File: src/design/arith_encoder_static_32_unit_macros.svh
// Assertion macros shared by the arithmetic encoder RTL.
// Included by files that carry concurrent assertions; no other dependencies.
`ifndef ARITH_ENCODER_STATIC_32_UNIT_MACROS_SVH
`define ARITH_ENCODER_STATIC_32_UNIT_MACROS_SVH

// Implication checked on every clock edge outside reset.
`define AE_ASSERT_IMP(label, clk, rst_n, ante, cons) \
  label: assert property (@(posedge clk) disable iff (!rst_n) (ante) |-> (cons)) \
    else $error("assertion failed");

// Next-cycle implication outside reset.
`define AE_ASSERT_NEXT(label, clk, rst_n, ante, cons) \
  label: assert property (@(posedge clk) disable iff (!rst_n) (ante) |=> (cons)) \
    else $error("assertion failed");

`endif

File: src/design/aes32_div.sv
// Restoring divider, one quotient bit per cycle.
// Depends on nothing but its ports.
`default_nettype none
module aes32_div #(
  parameter int NUM_W = 49,
  parameter int DEN_W = 16
) (
  input  wire logic             clk,
  input  wire logic             rst_n,
  input  wire logic             start,
  input  wire logic [NUM_W-1:0] num,
  input  wire logic [DEN_W-1:0] den,
  output logic                  done,
  output logic      [NUM_W-1:0] quot
);
  localparam int CW = $clog2(NUM_W + 1);

  logic [NUM_W-1:0] q_r, q_nxt;
  logic [DEN_W:0]   rem_r, rem_nxt;
  logic [DEN_W-1:0] den_r;
  logic [CW-1:0]    cnt_r, cnt_nxt;
  logic             busy_r, busy_nxt;
  logic [DEN_W+1:0] trial;

  // one shift-subtract step
  always_comb begin
    trial    = {rem_r, q_r[NUM_W-1]} - {2'b00, den_r};
    q_nxt    = q_r;
    rem_nxt  = rem_r;
    cnt_nxt  = cnt_r;
    busy_nxt = busy_r;
    if (start) begin
      q_nxt    = num;
      rem_nxt  = '0;
      cnt_nxt  = CW'(NUM_W);
      busy_nxt = 1'b1;
    end else if (busy_r) begin
      if (!trial[DEN_W+1]) begin
        rem_nxt = trial[DEN_W:0];
        q_nxt   = {q_r[NUM_W-2:0], 1'b1};
      end else begin
        rem_nxt = {rem_r[DEN_W-1:0], q_r[NUM_W-1]};
        q_nxt   = {q_r[NUM_W-2:0], 1'b0};
      end
      cnt_nxt = cnt_r - 1'b1;
      if (cnt_r == CW'(1)) begin
        busy_nxt = 1'b0;
      end
    end
  end

  always_ff @(posedge clk) begin
    if (!rst_n) begin
      busy_r <= 1'b0;
      cnt_r  <= '0;
    end else begin
      busy_r <= busy_nxt;
      cnt_r  <= cnt_nxt;
    end
    q_r   <= q_nxt;
    rem_r <= rem_nxt;
    if (start) begin
      den_r <= den;
    end
  end

  // quotient of the final step, valid while done is high
  assign done = busy_r && (cnt_r == CW'(1));
  assign quot = {q_r[NUM_W-2:0], !trial[DEN_W+1]};
endmodule
`default_nettype wire

File: config.mk
export PLATFORM = sky130hd
export DESIGN_NAME = aes32_div
export DESIGN_NICKNAME = d
export VERILOG_FILES = /design/src/design/arith_encoder_static_32_unit_macros.svh /design/src/design/aes32_div.sv
export SDC_FILE = /design/constraint.sdc
export NUM_CORES = 1
export LEC_CHECK = 0
export ABC_AREA = 0
export BUFFER_PORTS_ARGS = -buffer_cell sky130_fd_sc_hd__buf_2
export CORE_MARGIN = 10
export CORE_UTILIZATION = 46
export DETAILED_ROUTE_END_ITERATION = 6
export GPL_TIMING_DRIVEN = 0
export PLACE_DENSITY_LB_ADDON = 0.05
export SKIP_CTS_REPAIR_TIMING = 1
export SKIP_LAST_GASP = 1
export SLEW_MARGIN = 20
export SYNTH_ARGS = -nofsm -noshare
export SYNTH_HDL_FRONTEND = slang
export SYNTH_SLANG_ARGS = --single-unit
File: constraint.sdc
create_clock -name clk -period 6.4 [get_ports clk]
set_input_delay 0.32 -clock clk [delete_from_list [all_inputs] [get_ports clk]]
set_output_delay 0.32 -clock clk [all_outputs]
set_load 0.005 [all_outputs]
==> results.json, run 1 <==
{
  "post-route-drc-count": 0,
  "yosys_warnings": 0,
  "gp_congestion": 0.807,
  "final_cell_mix": "buf_2, edfxtp_1, buf_4",
  "p_per_area_mw_per_mm2": 256,
  "fin_ws_ns": 3.25,
  "io_pins": 118,
  "rsz0062_at_grt": "no",
  "cts.path.max_buffers": 2,
  "core_mm2": 0.0104,
  "viasPerCell": 4.91,
  "first_iter_violations": 151,
  "p_leak_nw": 2.55,
  "cts_tree": "done",
  "netlist_top_cells_area": "edfxtp_1, mux2_2, dfxtp_1",
  "postRouteAntennaNets": 0,
  "fin_crit_sh_pct": 49.2,
  "first_pass_iters": 4,
  "cts_sinks": 89,
  "grt_max_degree": 32,
  "synth_flop_cell": "edfxtp_1",
  "dp_slack_ns": 3.66,
  "postSynth.asyncResetShare_pct": 0,
  "ir_worst_vdd_uv": 121,
  "r2r_slack_ns": 3.63,
  "portBuffers": 117,
  "synth-seq-area-share_pct": 49.6,
  "worstHoldPathCells": 1,
  "cts_buffers": 9,
  "worstRegToRegCells": 10,
  "cp_data_arrival_time_ns": 2.83,
  "slew_viol_final": 0,
  "layout_commonest_cell": "buf_2",
  "num_rows": 37,
  "synth_top_cell_by_area": "edfxtp_1",
  "worstSetupPathType": "reg2out",
  "clock-skew-final_ns": 0.0164,
  "floorplan.initialDensity_pct": 47.2,
  "cts_root_buf": "clkbuf_8",
  "dp.cells": 674,
  "synth_top_cell_area_share_pct": 39.8,
  "setup_viol": 0,
  "layout-drive-gt1-share_pct": 45.5,
  "critical_path.max_fanout": 10,
  "maxCapViolCount": 0,
  "clk_latency_ns": 0.36,
  "die_y_um": 123,
  "grt_overflow": 0,
  "syn-num-nets": 507,
  "end_kind": "output pin",
  "holdPathEnd": "den_r[15]",
  "tns_ns": 0,
  "h-tree-depth": 3,
  "worst_pin_slew_ns": 0.603,
  "r2r_end": "rem_r[11]",
  "diodes": 0,
  "stdcell_count": 690,
  "status": "finished clean",
  "dp_hpwl_um": 8120,
  "fin_nets": 636,
  "drt-total-wl_um": 10400,
  "clkTransAtPathRegs_ns": 0.09,
  "grt_pass1_vias": 3380,
  "syn_inst": 420,
  "syn_area_per_cell_um2": 11.7,
  "hold_violations": 0,
  "startpoint_type": "flop",
  "ys_seq_elements": 89,
  "yosysUniqueCellTypes": 52,
  "fmax_mhz": 317,
  "grt_antenna_before_repair": 0,
  "total_power_mw": 1.50,
  "min_period_ns": 3.15,
  "fp.dieW_um": 123,
  "routedWlPerCell_um": 15.1,
  "hp-class": "in2reg",
  "grt_use_total_pct": 13.4,
  "rr_startpoint": "rem_r[11]",
  "slew_headroom_pct": 59.7,
  "grt_pass1_wl_um": 16200,
  "synth_edf_count": 65,
  "die_area_mm2": 0.0152,
  "vias": 3388,
  "cp_data_required_time_ns": 6.08,
  "holdCritStartpoint": "den[15]",
  "syn_area_mm2": 0.00490,
  "syn_to_final_growth_pct": 19.8
}
[cell families (layout without fill, tap and decap cells)]
kind of cell               after synthesis  in the layout  synth area share [%]
DFF                                     89             89                  49.6
adders and majority gates               19             19                  5.01
muxes                                   51             51                  11.6
and+or+nand+nor                         83             83                  8.02
xor gates and xnor gates                20             20                  3.96
AOI/OAI and AO/OA                       70             70                  10.7
buffers and inverters                   88            222                  11.1
[registers in the layout, indices dropped and copies added (netlist names)]
signal  cells
rem_r      17
cnt_r       6
q_r        49
busy_r      1
den_r      16
[cell usage after synthesis, types with 3 or more instances]
master / count
ha_1: 18
xnor2_1: 8
mux2i_1: 3
mux2_2: 48
a32oi_1: 3
o21bai_1: 4
nand3_1: 6
a21o_1: 4
inv_1: 24
o21a_1: 7
edfxtp_1: 65
o21ai_1: 6
dfxtp_1: 24
clkbuf_1: 10
nand2b_1: 5
nor2_1: 23
and3_1: 3
a311oi_2: 5
o21ai_0: 9
nand2_2: 5
nand2_1: 29
buf_4: 49
xor2_1: 11
a21oi_1: 16
[power breakdown]
part	switching, mW	total, mW	internal [mW]
sequential	0.0337	0.720	0.686
combinational	0.189	0.390	0.201
clock	0.208	0.391	0.183
[metrics by stage]
stage / hold WS (ns) / util (%) / area, µm²
after global routing: 0.120 / 56.6 / 5870
after floorplan: 0.419 / - / 4900
final: 0.137 / 56.6 / 5870
after detailed placement: 0.480 / 54.7 / 5680
after CTS: 0.125 / 56.6 / 5870
after global placement: 0.470 / 54.5 / 5660
[worst max-delay path, stage by stage, from the launching register on]
cell and delay, ns:
dfxtp_1 0.35, ha_1 0.31, buf_6 0.14, a21oi_1 0.27, o21ai_0 0.21, a221oi_2 0.34
o31ai_4 0.17, xnor2_4 0.32, inv_4 0.09, buf_12 0.16, buf_2 0.12
[how the worst max path moves through the flow]
stage	startpoint	to	cells past startpoint	slack [ns]
6_report	rem_r[11]	quot[0]	10	3.25
5_1_grt	den_r[12]	quot[0]	11	3.04
4_1_cts	rem_r[11]	quot[0]	10	3.26
3_5_place_dp	rem_r[11]	quot[0]	10	3.66
3_3_place_gp	start	q_r[2]	5	2.85
2_1_floorplan	den_r[14]	rem_r[10]	10	4.04
[per-layer routing]
| layer | track usage (%) | share of wire, % | up-vias |
|---|---|---|---|
| li1 | - | - | 1708 |
| met2 | 22.4 | 47 | 110 |
| met5 | 0 | 0 | - |
| met1 | 16.5 | 44 | 1562 |
| met3 | 3.28 | 7.6 | 8 |
| met4 | 4.44 | 1.1 | 0 |
[final cells by class]
type	instances	area (µm²)
repair buffers	118	606
plain buffers	62	442
clock buffers	10	128
flip-flops and latches	89	2430
well taps	136	170
multi-input cells	243	1930
inverters	26	100
clock inverters	6	67.6
fillers	938	4500
(Power assumes the default switching activity.)
==> inputs of run 2 (changes only) <==
Clock period 6.4 ns to 2.9 ns, I/O delays scaled along.
==> run 2 against run 1 <==
  * First-iteration DRC count is 27% lower
  * Sequential share of layout area is 1.5 points lower
  * Register-to-register slack worse by 3.4 ns
  * Non-clock buffer count is 20 higher
==> results.json, run 2 (same netlist as run 1, synthesis figures left out) <==
{
  "cts_root_buf": "clkbuf_8",
  "min_period_ns": 2.77,
  "viasPerCell": 4.85,
  "p_int_mw": 2.39,
  "grt_use_total_pct": 13.4,
  "worstSetupPathType": "reg2out",
  "portBuffers": 117,
  "worstRegToRegCells": 10,
  "seq_area_mm2": 0.00243,
  "core_mm2": 0.0104,
  "io_pins": 118,
  "gp_congestion": 0.807,
  "end_kind": "output pin",
  "clock_power_share_pct": 25.7,
  "clock-skew-final_ns": 0.0156,
  "p_per_area_mw_per_mm2": 552,
  "postRouteAntennaNets": 0,
  "p_leak_nw": 2.63,
  "grt_max_degree": 32,
  "routedWlPerCell_um": 14.9,
  "slowest_stage": "dfxtp_1",
  "worst_pin_slew_ns": 0.598,
  "rr_startpoint": "rem_r[13]",
  "final_area_mm2": 0.00609,
  "die_y_um": 123,
  "final_cell_mix": "buf_2, edfxtp_1, buf_4",
  "ir_worst_vdd_uv": 268,
  "worstHoldPathCells": 2,
  "r2r_end": "rem_r[11]",
  "fin_crit_sh_pct": 95.4,
  "total_power_mw": 3.36,
  "multiInputGateArea_mm2": 0.00195,
  "clk_latency_ns": 0.36,
  "cts.path.max_buffers": 2,
  "floorplan.initialDensity_pct": 47.2,
  "dp.cells": 674,
  "regMostFlops": "q_r",
  "comb_power_share_pct": 27.0,
  "drt-total-wl_um": 10600,
  "vias": 3446,
  "tns_ns": 0,
  "hold_violations": 0,
  "switchingPower_uw": 964,
  "cp_cell_sequence": "ha_2 > a21o_1 > a211o_1 > a221oi_4 > o31ai_4 > xnor2_4 > inv_4 > buf_12 > buf_2",
  "syn_to_final_growth_pct": 24.3,
  "diodes": 0,
  "h-tree-depth": 3,
  "grt_antenna_before_repair": 0,
  "slew_viol_final": 0,
  "cp_data_arrival_time_ns": 2.62,
  "sw_frac_of_total_pct": 28.7,
  "hp-class": "in2reg",
  "dp_hpwl_um": 8120,
  "die_area_mm2": 0.0152,
  "startpoint_type": "flop",
  "holdPathEnd": "cnt_r[5]",
  "grt_pass1_vias": 3380,
  "fillCellCount": 928,
  "cts_buffers": 9,
  "cts_tree": "done",
  "num_rows": 37,
  "stdcell_count": 710,
  "post-route-drc-count": 0,
  "layout_commonest_cell": "buf_2",
  "critical_path.max_fanout": 10,
  "place_area_mm2": 0.00568,
  "setup_viol": 0,
  "fmax_mhz": 362,
  "cp_data_required_time_ns": 2.76,
  "clkTransAtPathRegs_ns": 0.09,
  "slew_headroom_pct": 60.0,
  "largestRegisters": "q_r: 49 flops, rem_r: 17 flops, den_r: 16 flops",
  "max_stage_delay_ns": 0.41,
  "largest_reg_flops": 49,
  "fp.dieW_um": 123,
  "pwr-share-seq_pct": 47.3,
  "cts_sinks": 89,
  "status": "finished clean",
  "fin_nets": 656,
  "first_pass_iters": 5,
  "grt_pass1_wl_um": 16200,
  "first_iter_violations": 110,
  "holdCritStartpoint": "rst_n",
  "grt_overflow": 0,
  "r2r_slack_ns": 0.24,
  "layout-drive-gt1-share_pct": 45.1,
  "maxCapViolCount": 0
}
==> run 2: how the worst max path moves through the flow <==
stage	start	to	slack, ns	depth (start not counted)
after floorplan	den_r[14]	rem_r[10]	0.54	10
after global placement	start	q_r[2]	-0.48	5
after detailed placement	rem_r[11]	rem_r[11]	0.18	10
after CTS	rem_r[11]	quot[0]	-0.06	10
after global routing	den_r[14]	quot[0]	-0.002	10
final	rem_r[13]	quot[0]	0.13	9
==> run 2: critical path, delay by kind of cell, from the launching register on <==
kind	cells	cell delay, ns
compound gates	4	0.87
xor+xnor	1	0.29
fa+ha+maj	1	0.33
buf+inv	3	0.35
flops	1	0.41
==> run 2: final cells by class <==
type / count / area share [%]
timing repair buffer: 138 / 13.1
clock buffer: 10 / 2.10
clock inverter: 6 / 1.11
tap: 136 / 2.79
multi-input combinational: 243 / 32.1
sequential: 89 / 40.0
inverter: 26 / 1.64
buffer: 62 / 7.25
==> run 2: stage by stage <==
step | worst slack, ns | hold WS, ns | util [%]
after floorplan | 0.536 | 0.244 | -
after global placement | -0.478 | 0.322 | 54.5
after detailed placement | 0.185 | 0.323 | 54.7
after CTS | -0.0647 | -0.0495 | 56.6
after global routing | -0.00232 | 0.0581 | 58.7
final | 0.134 | 0.0689 | 58.7
==> run 2: power by group through the flow <==
stage | registers, mW | logic, mW | clock network [mW]
2_1_floorplan | 1.60 | 0.627 | 0
3_3_place_gp | 1.61 | 0.853 | 0
3_5_place_dp | 1.62 | 0.868 | 0
4_1_cts | 1.59 | 0.872 | 0.889
5_1_grt | 1.61 | 1.01 | 0.937
6_report | 1.59 | 0.906 | 0.864
==> run 2: layer usage <==
layer | vias up | track usage, % | routed length [µm]
met5 | - | 0 | 0
met4 | 0 | 4.44 | 138
met3 | 10 | 3.28 | 807
met2 | 108 | 22.4 | 5000
met1 | 1579 | 16.5 | 4660
li1 | 1749 | - | -
